`src/rtl/multipath_min_rtt_scheduler_macros.svh`:
```
// assertion helpers for the path scheduler, sampled on clk, off while in reset
`ifndef MULTIPATH_MIN_RTT_SCHEDULER_MACROS_SVH
`define MULTIPATH_MIN_RTT_SCHEDULER_MACROS_SVH

// same-cycle implication
`define MMRS_ASSERT_NOW(label, ante, cons, msg) \
  label: assert property (@(posedge clk) disable iff (!rst_n) (ante) |-> (cons)) \
    else $error(msg);

// next-cycle implication
`define MMRS_ASSERT_NEXT(label, ante, cons, msg) \
  label: assert property (@(posedge clk) disable iff (!rst_n) (ante) |=> (cons)) \
    else $error(msg);

`endif

```
`src/rtl/mmrs_pkg.sv`:
```
`default_nettype none

package mmrs_pkg;

  localparam int RTT_W  = 31;
  localparam int CNT_W  = 4;
  localparam int SLOT_W = 3;
  localparam int EIDX_W = 3;

  // configuration register indexes
  typedef enum logic [0:0] {
    CFG_SCHED_MODE = 1'b0,
    CFG_SLOT_COUNT = 1'b1
  } cfg_idx_t;

  // request kinds on the input channel
  typedef enum logic {
    REQ_SELECT = 1'b0,
    REQ_WRITE  = 1'b1
  } req_type_t;

  // scheduling policies
  typedef enum logic {
    MODE_MIN_RTT   = 1'b0,
    MODE_REDUNDANT = 1'b1
  } sched_mode_t;

  // sequencer states
  typedef enum logic [1:0] {
    ST_IDLE,
    ST_REDUCE,
    ST_SCAN,
    ST_DONE
  } eng_state_t;

  // control from the top level into the sequencer
  typedef struct packed {
    logic              start;
    logic              take;
    sched_mode_t       mode;
    logic [CNT_W-1:0]  slot_count;
  } sched_cmd_t;

  // status from the sequencer back to the top level
  typedef struct packed {
    logic              idle;
    logic              res_valid;
    logic              res_none;
    logic [SLOT_W-1:0] res_slot;
  } sched_stat_t;

endpackage

`default_nettype wire

```
`src/rtl/mmrs_alu.sv`:
```
`default_nettype none

// shared compare and subtract unit
module mmrs_alu (
  input  wire logic [mmrs_pkg::RTT_W-1:0] a,
  input  wire logic [mmrs_pkg::RTT_W-1:0] b,
  output logic                            lt,
  output logic                            eq,
  output logic [mmrs_pkg::RTT_W-1:0]      diff
);
  import mmrs_pkg::*;

  logic [RTT_W:0] sub;

  // one subtractor gives order and difference
  assign sub  = {1'b0, a} - {1'b0, b};
  assign lt   = sub[RTT_W];
  assign eq   = (a == b);
  assign diff = sub[RTT_W-1:0];

endmodule

`default_nettype wire

```
`src/rtl/mmrs_slot_tbl.sv`:
```
`default_nettype none

// path slot table: one write port, one read port, flag vectors
module mmrs_slot_tbl #(
  parameter int MAX_PATHS = 8,
  localparam int IW = $clog2(MAX_PATHS)
) (
  input  wire logic                             clk,
  input  wire logic                             rst_n,
  input  wire logic                             wr_en,
  input  wire logic [mmrs_pkg::EIDX_W-1:0]      wr_idx,
  input  wire logic                             wr_active,
  input  wire logic                             wr_backup,
  input  wire logic [mmrs_pkg::RTT_W-1:0]       wr_rtt,
  input  wire logic [IW-1:0]                    rd_addr,
  output logic                                  rd_in_use,
  output logic                                  rd_backup,
  output logic [mmrs_pkg::RTT_W-1:0]            rd_rtt,
  output logic [MAX_PATHS-1:0]                  in_use_vec,
  output logic [MAX_PATHS-1:0]                  backup_vec
);
  import mmrs_pkg::*;

  logic [MAX_PATHS-1:0] in_use_r;
  logic [MAX_PATHS-1:0] backup_r;
  logic [RTT_W-1:0]     rtt_r [MAX_PATHS];
  logic                 wr_ok;
  logic [IW-1:0]        wr_addr;

  // writes beyond the table are dropped
  assign wr_ok   = wr_en && (32'(wr_idx) < MAX_PATHS);
  assign wr_addr = IW'(wr_idx);

  // flags, cleared by reset
  always_ff @(posedge clk) begin
    if (!rst_n) begin
      in_use_r <= '0;
      backup_r <= '0;
    end else if (wr_ok) begin
      in_use_r[wr_addr] <= wr_active;
      backup_r[wr_addr] <= wr_backup;
    end
  end

  // rtt values, only read for slots in use
  always_ff @(posedge clk) begin
    if (wr_ok) begin
      rtt_r[wr_addr] <= wr_rtt;
    end
  end

  assign rd_in_use  = in_use_r[rd_addr];
  assign rd_backup  = backup_r[rd_addr];
  assign rd_rtt     = rtt_r[rd_addr];
  assign in_use_vec = in_use_r;
  assign backup_vec = backup_r;

endmodule

`default_nettype wire

```
`src/rtl/mmrs_engine.sv`:
```
`default_nettype none

// select sequencer: walks the slots one per cycle through the shared unit
module mmrs_engine #(
  parameter int MAX_PATHS = 8,
  localparam int IW = $clog2(MAX_PATHS)
) (
  input  wire logic                        clk,
  input  wire logic                        rst_n,
  input  wire mmrs_pkg::sched_cmd_t        cmd,
  output mmrs_pkg::sched_stat_t            stat,
  output logic [IW-1:0]                    rd_addr,
  input  wire logic                        rd_in_use,
  input  wire logic                        rd_backup,
  input  wire logic [mmrs_pkg::RTT_W-1:0]  rd_rtt,
  input  wire logic [MAX_PATHS-1:0]        in_use_vec,
  input  wire logic [MAX_PATHS-1:0]        backup_vec
);
  import mmrs_pkg::*;

  localparam int MW = IW + 1;

  eng_state_t       state_r, state_nxt;
  sched_mode_t      mode_r, mode_nxt;
  logic [CNT_W-1:0] n_r, n_nxt;
  logic [CNT_W-1:0] k_r, k_nxt;
  logic [IW-1:0]    ptr_r, ptr_nxt;
  logic [MW-1:0]    m_r, m_nxt;
  logic             any_prim_r, any_prim_nxt;
  logic [RTT_W-1:0] best_r, best_nxt;
  logic             found_r, found_nxt;
  logic [IW-1:0]    low_r, low_nxt;
  logic             after_vld_r, after_vld_nxt;
  logic [IW-1:0]    after_r, after_nxt;
  logic             res_none_r, res_none_nxt;
  logic [IW-1:0]    res_idx_r, res_idx_nxt;
  logic [IW-1:0]    last_pick_r, last_pick_nxt;

  logic [CNT_W-1:0] n_clamp;
  logic             any_prim;
  logic [RTT_W-1:0] alu_a, alu_b, alu_diff;
  logic             alu_lt, alu_eq;
  logic             elig, above, hit, last_k, scan_end;

  // scanned slot count, limited to the table size
  assign n_clamp = (32'(cmd.slot_count) > MAX_PATHS) ? CNT_W'(MAX_PATHS) : cmd.slot_count;

  // any in-use primary slot within the scanned range
  always_comb begin
    any_prim = 1'b0;
    for (int i = 0; i < MAX_PATHS; i++) begin
      if ((i < 32'(n_clamp)) && in_use_vec[i] && !backup_vec[i]) begin
        any_prim = 1'b1;
      end
    end
  end

  // operand select for the shared unit
  always_comb begin
    alu_a = rd_rtt;
    alu_b = best_r;
    if (state_r == ST_REDUCE) begin
      alu_a = RTT_W'(m_r);
      alu_b = RTT_W'(n_r);
    end
  end

  mmrs_alu u_alu (
    .a    (alu_a),
    .b    (alu_b),
    .lt   (alu_lt),
    .eq   (alu_eq),
    .diff (alu_diff)
  );

  assign rd_addr = ptr_r;

  // per-slot decisions during the scan
  assign elig     = rd_in_use && !(any_prim_r && rd_backup);
  assign above    = ptr_r > last_pick_r;
  assign hit      = rd_in_use && !rd_backup && (ptr_r != last_pick_r);
  assign last_k   = (k_r == (n_r - CNT_W'(1)));
  assign scan_end = last_k || ((mode_r == MODE_REDUNDANT) && hit);

  // next state
  always_comb begin
    state_nxt = state_r;
    unique case (state_r)
      ST_IDLE: begin
        if (cmd.start) begin
          if (n_clamp == '0) begin
            state_nxt = ST_DONE;
          end else if (cmd.mode == MODE_REDUNDANT) begin
            state_nxt = ST_REDUCE;
          end else begin
            state_nxt = ST_SCAN;
          end
        end
      end
      ST_REDUCE: begin
        if (alu_lt) begin
          state_nxt = ST_SCAN;
        end
      end
      ST_SCAN: begin
        if (scan_end) begin
          state_nxt = ST_DONE;
        end
      end
      ST_DONE: begin
        if (cmd.take) begin
          state_nxt = ST_IDLE;
        end
      end
      default: state_nxt = ST_IDLE;
    endcase
  end

  // datapath updates
  always_comb begin
    mode_nxt      = mode_r;
    n_nxt         = n_r;
    k_nxt         = k_r;
    ptr_nxt       = ptr_r;
    m_nxt         = m_r;
    any_prim_nxt  = any_prim_r;
    best_nxt      = best_r;
    found_nxt     = found_r;
    low_nxt       = low_r;
    after_vld_nxt = after_vld_r;
    after_nxt     = after_r;
    res_none_nxt  = res_none_r;
    res_idx_nxt   = res_idx_r;
    last_pick_nxt = last_pick_r;
    unique case (state_r)
      ST_IDLE: begin
        if (cmd.start) begin
          mode_nxt      = cmd.mode;
          n_nxt         = n_clamp;
          k_nxt         = '0;
          ptr_nxt       = '0;
          m_nxt         = MW'(last_pick_r) + MW'(1);
          any_prim_nxt  = any_prim;
          found_nxt     = 1'b0;
          after_vld_nxt = 1'b0;
          res_none_nxt  = 1'b1;
          res_idx_nxt   = '0;
        end
      end
      // start index of the rotation: (last_pick + 1) mod n
      ST_REDUCE: begin
        if (!alu_lt) begin
          m_nxt = MW'(alu_diff);
        end else begin
          ptr_nxt = IW'(m_r);
        end
      end
      ST_SCAN: begin
        k_nxt   = k_r + CNT_W'(1);
        ptr_nxt = ((32'(ptr_r) + 32'd1) == 32'(n_r)) ? '0 : ptr_r + IW'(1);
        if (mode_r == MODE_MIN_RTT) begin
          // lowest rtt, ties go to the first slot above the last pick, else the lowest tied slot
          if (elig) begin
            if (!found_r || alu_lt) begin
              best_nxt      = rd_rtt;
              found_nxt     = 1'b1;
              low_nxt       = ptr_r;
              after_vld_nxt = above;
              after_nxt     = ptr_r;
            end else if (alu_eq && !after_vld_r && above) begin
              after_vld_nxt = 1'b1;
              after_nxt     = ptr_r;
            end
          end
          if (last_k) begin
            res_none_nxt = !found_nxt;
            res_idx_nxt  = after_vld_nxt ? after_nxt : low_nxt;
          end
        end else begin
          // found and low hold the first in-use slot of the rotation
          if (rd_in_use && !found_r) begin
            found_nxt = 1'b1;
            low_nxt   = ptr_r;
          end
          if (hit) begin
            res_none_nxt = 1'b0;
            res_idx_nxt  = ptr_r;
          end else if (last_k) begin
            res_none_nxt = !found_nxt;
            res_idx_nxt  = low_nxt;
          end
        end
      end
      ST_DONE: begin
        if (cmd.take && !res_none_r) begin
          last_pick_nxt = res_idx_r;
        end
      end
      default: ;
    endcase
  end

  // control registers
  always_ff @(posedge clk) begin
    if (!rst_n) begin
      state_r     <= ST_IDLE;
      last_pick_r <= '0;
    end else begin
      state_r     <= state_nxt;
      last_pick_r <= last_pick_nxt;
    end
  end

  // working registers
  always_ff @(posedge clk) begin
    mode_r      <= mode_nxt;
    n_r         <= n_nxt;
    k_r         <= k_nxt;
    ptr_r       <= ptr_nxt;
    m_r         <= m_nxt;
    any_prim_r  <= any_prim_nxt;
    best_r      <= best_nxt;
    found_r     <= found_nxt;
    low_r       <= low_nxt;
    after_vld_r <= after_vld_nxt;
    after_r     <= after_nxt;
    res_none_r  <= res_none_nxt;
    res_idx_r   <= res_idx_nxt;
  end

  // status to the top level
  always_comb begin
    stat.idle      = (state_r == ST_IDLE);
    stat.res_valid = (state_r == ST_DONE);
    stat.res_none  = res_none_r;
    stat.res_slot  = res_none_r ? '0 : SLOT_W'(32'(res_idx_r));
  end

endmodule

`default_nettype wire

```
`src/rtl/multipath_min_rtt_scheduler.sv`:
```
// write request: no result; select request: the slot scan walks one
// slot per cycle through a shared compare/subtract unit, n = min(slot_count, MAX_PATHS).
// min-rtt select: all n slots are scanned (no scan when n = 0); redundant: (last_pick + 1)
// is first reduced modulo n by repeated subtraction, then the scan stops at the first hit or after n slots.
// in_ready returns the cycle after a result is registered; a held output stalls the next result.
// synchronous active-low reset clears flags, last pick and configuration.
`default_nettype none

`include "multipath_min_rtt_scheduler_macros.svh"

module multipath_min_rtt_scheduler #(
  parameter int MAX_PATHS = 8
) (
  input  wire logic                          clk,
  input  wire logic                          rst_n,
  input  wire logic                          cfg_we,
  input  wire logic [0:0]                    cfg_index,
  input  wire logic [mmrs_pkg::CNT_W-1:0]    cfg_wdata,
  input  wire logic                          in_valid,
  output logic                               in_ready,
  input  wire logic                          in_req_type,
  input  wire logic [mmrs_pkg::EIDX_W-1:0]   in_entry_index,
  input  wire logic                          in_entry_active,
  input  wire logic                          in_entry_backup,
  input  wire logic [mmrs_pkg::RTT_W-1:0]    in_entry_rtt,
  output logic                               out_valid,
  input  wire logic                          out_ready,
  output logic [mmrs_pkg::SLOT_W-1:0]        out_chosen_slot,
  output logic                               out_no_path
);
  import mmrs_pkg::*;

  localparam int IW = $clog2(MAX_PATHS);

  sched_mode_t          sched_mode_r;
  logic [CNT_W-1:0]     slot_count_r;
  logic                 out_valid_r;
  logic [SLOT_W-1:0]    out_slot_r;
  logic                 out_none_r;
  sched_cmd_t           cmd;
  sched_stat_t          stat;
  logic                 in_xfer;
  logic                 res_take;
  logic [IW-1:0]        rd_addr;
  logic                 rd_in_use, rd_backup;
  logic [RTT_W-1:0]     rd_rtt;
  logic [MAX_PATHS-1:0] in_use_vec, backup_vec;

  // configuration registers
  always_ff @(posedge clk) begin
    if (!rst_n) begin
      sched_mode_r <= MODE_MIN_RTT;
      slot_count_r <= '0;
    end else if (cfg_we) begin
      unique case (cfg_index)
        CFG_SCHED_MODE: sched_mode_r <= sched_mode_t'(cfg_wdata[0]);
        CFG_SLOT_COUNT: slot_count_r <= cfg_wdata;
        default: ;
      endcase
    end
  end

  // input transfer
  assign in_ready = stat.idle;
  assign in_xfer  = in_valid && in_ready;
  assign res_take = stat.res_valid && (!out_valid_r || out_ready);

  always_comb begin
    cmd.start      = in_xfer && (in_req_type == REQ_SELECT);
    cmd.take       = res_take;
    cmd.mode       = sched_mode_r;
    cmd.slot_count = slot_count_r;
  end

  mmrs_slot_tbl #(.MAX_PATHS(MAX_PATHS)) u_tbl (
    .clk        (clk),
    .rst_n      (rst_n),
    .wr_en      (in_xfer && (in_req_type == REQ_WRITE)),
    .wr_idx     (in_entry_index),
    .wr_active  (in_entry_active),
    .wr_backup  (in_entry_backup),
    .wr_rtt     (in_entry_rtt),
    .rd_addr    (rd_addr),
    .rd_in_use  (rd_in_use),
    .rd_backup  (rd_backup),
    .rd_rtt     (rd_rtt),
    .in_use_vec (in_use_vec),
    .backup_vec (backup_vec)
  );

  mmrs_engine #(.MAX_PATHS(MAX_PATHS)) u_engine (
    .clk        (clk),
    .rst_n      (rst_n),
    .cmd        (cmd),
    .stat       (stat),
    .rd_addr    (rd_addr),
    .rd_in_use  (rd_in_use),
    .rd_backup  (rd_backup),
    .rd_rtt     (rd_rtt),
    .in_use_vec (in_use_vec),
    .backup_vec (backup_vec)
  );

  // output register
  always_ff @(posedge clk) begin
    if (!rst_n) begin
      out_valid_r <= 1'b0;
    end else if (res_take) begin
      out_valid_r <= 1'b1;
    end else if (out_ready) begin
      out_valid_r <= 1'b0;
    end
  end

  always_ff @(posedge clk) begin
    if (res_take) begin
      out_slot_r <= stat.res_slot;
      out_none_r <= stat.res_none;
    end
  end

  assign out_valid       = out_valid_r;
  assign out_chosen_slot = out_slot_r;
  assign out_no_path     = out_none_r;

  // checks
  `MMRS_ASSERT_NOW(a_nopath_slot_zero, out_valid && out_no_path, out_chosen_slot == '0, "no-path result carries a nonzero slot")
  `MMRS_ASSERT_NEXT(a_select_busy, in_valid && in_ready && (in_req_type == REQ_SELECT), !in_ready, "ready stayed high after a select transfer")
  `MMRS_ASSERT_NEXT(a_write_silent, in_valid && in_ready && (in_req_type == REQ_WRITE) && !out_valid, !out_valid, "write request produced a result")

endmodule

`default_nettype wire

```
`config.mk`:
```
export PLATFORM = sky130hd
export DESIGN_NAME = multipath_min_rtt_scheduler
export DESIGN_NICKNAME = d
export VERILOG_FILES = /design/src/rtl/mmrs_pkg.sv /design/src/rtl/mmrs_alu.sv /design/src/rtl/mmrs_slot_tbl.sv /design/src/rtl/mmrs_engine.sv /design/src/rtl/multipath_min_rtt_scheduler.sv
export VERILOG_INCLUDE_DIRS = /design/src /design/src/rtl
export SDC_FILE = /design/constraint.sdc
export NUM_CORES = 1
export LEC_CHECK = 0
export BUFFER_PORTS_ARGS = -buffer_cell sky130_fd_sc_hd__buf_2
export CORE_MARGIN = 2
export CORE_UTILIZATION = 60
export DETAILED_ROUTE_END_ITERATION = 10
export PLACE_DENSITY_LB_ADDON = 0.25
export SETUP_SLACK_MARGIN = 0.3
export SLEW_MARGIN = 20
export SYNTH_ARGS = -nofsm -noshare
export SYNTH_HDL_FRONTEND = slang
export SYNTH_SLANG_ARGS = --single-unit
```
`constraint.sdc`:
```
create_clock -name clk -period 6.43 [get_ports clk]
set_input_delay 0.3215 -clock clk [delete_from_list [all_inputs] [get_ports clk]]
set_output_delay 0.3215 -clock clk [all_outputs]
set_load 0.02 [all_outputs]
```
==> results.tsv <==
metric	value	unit
cts_made_buffers	37	
post-route-period-util	0.745	
die_x	161	µm
drtAntennaViolNets	0	
reg2reg_to	u_engine.after_r[0]	
combPwrFrac	0.280	
switchingPower	0.00197	W
hold_buffers	0	
whs_endpoint	u_tbl.rtt_r[4][12]	
nets	1018	
h-tree-depth	2	
overflow	0	
fmax	0.209	GHz
syn_area	0.0147	mm²
synth_fp_nets	947	
grtUsageMet3	0.0405	
grt_pass1_wl	45700	µm
clk_path_buf_depth	3	
total_leakage_power	5.51	nW
grt_start_max_net_pins	47	
min_path_cells	1	
netSwitchingFraction	0.298	
p_clk_frac	0.294	
drive_gt1_frac	0.265	
cp_cell_sequence	buf_12, mux4_2, mux2_2, mux2_2, ha_1, nand4_1, or4_1, o31ai_1, a41oi_1, nor3b_4, mux2_2	
cellPowerDensity	400	mW/mm²
cts_num_sinks	342	
grt_setup_unrepaired	false	
reg2reg_setup_slack	1.64	ns
synth_edf_count	312	
die_area	0.0258	mm²
antenna_cells	0	
status	finished clean	
post_cts_buffers	0	
gr-usage-met1	0.308	
maxCapViolations	0	
io_buffers	52	
grt_use_total	0.234	
gp_congestion	0.883	
die_h	161	µm
max_stage_delay	0.99	ns
drt_first_pass_iters	5	
p_int	0.00464	W
cts-resized-gates	0	
crit_buf_inv	1	
synthTopCellsByArea	edfxtp_1, mux4_2, dfxtp_1	
yosysMostFrequentCell	edfxtp_1	
yosysWarnings	0	
synth_cell_types	55	
syn_inst	857	
tritoncts	yes	
period_needed	4.79	ns
ir_worst_vdd	0.246	mV
cts_root_buf	clkbuf_16	
final-hold-violation-count	0	
placementRows	57	
hp-class	input pin to flip-flop	
route.detailed.drc	0	
placed_area	0.0154	mm²
clk_pin_slew	0.06	ns
worst_pin_slew	0.996	ns
setup_tns	0	ns
slew_headroom	0.329	
cp-start-kind	flip-flop	
grt_util_met2	0.402	
viasPerCell	6.10	
busiest_layer	met2	
drt_iter0_drc	651	
wl_per_cell	23.0	µm
min_from	in_entry_rtt[12]	
insertion_delay	0.52	ns
finalMaxSlewViolations	0	
setup_viol	0	
syn_to_final_growth	12.4	%
synth_area_leader_cell	edfxtp_1	
cp_max_fo	46	
slowest_stage	dfxtp_4	
ios	53	
hpwl	18000	µm
via_count	7802	
grt_pass1_vias	8158	
synth-seq-cells	342	
worstPathArrival	5.05	ns
crit_family	multiplexers	
grt_antenna_before_repair	0	
finalInstanceArea	0.0165	mm²
fin_skew	0.0232	ns
coreArea	0.0242	mm²
synth_ff_type	edfxtp_1	
start_util	0.609	
path_class	flip-flop to flip-flop	
async_flop_share	0	
drt_wl_total	29500	µm
yosysTopAreaCellShare	0.637	
end_kind	flip-flop	
cpMostUsedCell	mux2_2	
reg2reg_depth	11	
crit_required	6.69	ns
ys_seq_area_frac	0.678	
seqPwrFrac	0.426	
synth_common_cells	edfxtp_1, mux4_2, nor2b_1, mux2_2, ha_1	
synth.avg_cell_area	17.2	µm²
## routing by layer
layer,part of all wire,wire length (µm)
met5,0,0
met4,0.027,788
met3,0.057,1670
met1,0.41,12000
met2,0.51,15000
## worst max-delay path by stage
| stage | endpoint | slack [ns] | depth (start not counted) |
|---|---|---|---|
| 2_1_floorplan | u_engine.best_r[0] | 1.99 | 13 |
| 3_3_place_gp | u_engine.after_r[1] | 1.72 | 11 |
| 3_5_place_dp | u_engine.after_r[0] | 1.63 | 11 |
| 4_1_cts | u_engine.after_r[1] | 1.60 | 11 |
| 5_1_grt | u_engine.after_r[0] | 1.38 | 11 |
| 6_report | u_engine.after_r[0] | 1.64 | 11 |
## stage by stage
stage | cells | hold slack [ns] | power [W] | setup slack, ns | util
after floorplan | 857 | 0.420 | 0.00420 | 1.99 | -
after global placement | 1213 | 0.479 | 0.00460 | 1.72 | 0.637
after detailed placement | 1213 | 0.495 | 0.00469 | 1.63 | 0.637
after CTS | 1280 | 0.0517 | 0.00666 | 1.60 | 0.684
after global routing | 1280 | 0.0605 | 0.00692 | 1.38 | 0.684
final | 1280 | 0.0685 | 0.00661 | 1.64 | 0.684
## cells in the final DEF (no fill, tap or decap), types with 6 or more instances in the layout
cell,count
ha_1,41
xor2_1,9
nand4_1,9
dfxtp_1,28
edfxtp_1,312
buf_2,52
a21oi_1,19
clkbuf_16,39
inv_1,21
clkbuf_1,6
nand3_1,11
mux4_2,66
nand2_1,32
nor2_1,11
nand2b_1,34
nor2_4,6
clkinv_2,9
o21ai_0,16
mux2i_1,29
nor2b_1,53
a21boi_0,10
mux2_2,48
buf_4,13
## registers in the layout, summed over array words and instances (netlist names), 2 cells and up, named ones only
register,count
u_engine.res_idx_r,3
slot_count_r,4
u_engine.state_r,2
u_tbl.backup_vec,8
u_engine.k_r,4
u_engine.after_r,3
u_engine.last_pick_r,3
u_engine.n_r,4
u_tbl.rtt_r,248
out_chosen_slot,3
u_tbl.in_use_vec,8
u_engine.m_r,4
u_engine.rd_addr,3
u_engine.best_r,31
u_engine.low_r,3
## area by class of cell
| type | count | area, µm² |
|---|---|---|
| Tap cell | 324 | 405 |
| Inverter | 21 | 78.8 |
| Fill cell | 1541 | 7640 |
| Clock inverter | 22 | 130 |
| Multi-Input combinational cell | 460 | 4570 |
| Sequential cell | 342 | 9970 |
| Clock buffer | 45 | 998 |
| Timing Repair Buffer | 66 | 378 |
## worst register-to-register path: stages (launching register included)
cell and delay, ns:
dfxtp_4 0.99, buf_12 0.32, mux4_2 0.52, mux2_2 0.29, mux2_2 0.27, ha_1 0.32
nand4_1 0.13, or4_1 0.51, o31ai_1 0.26, a41oi_1 0.11, nor3b_4 0.44, mux2_2 0.39
## cell families (layout without fill, tap and decap cells)
kind of cell | after synthesis | after routing | synth area share
adder cells (fa/ha/maj) | 43 | 43 | 0.0371
flip-flops | 342 | 342 | 0.678
buffers and inverters | 55 | 154 | 0.0151
multiplexers | 143 | 143 | 0.157
XOR/XNOR | 12 | 12 | 0.00714
AND/OR/NAND/NOR | 187 | 187 | 0.0724
AO/OA/AOI/OAI | 75 | 75 | 0.0332
## power groups by stage
stage          combinational, W  sequential [W]  clock (W)
6_report                0.00185         0.00282    0.00194
5_1_grt                 0.00202         0.00284    0.00207
4_1_cts                 0.00186         0.00282    0.00198
3_5_place_dp            0.00182         0.00287          0
3_3_place_gp            0.00174         0.00286          0
2_1_floorplan           0.00151         0.00269          0
No activity file was read; power rests on OpenSTA's default activity.
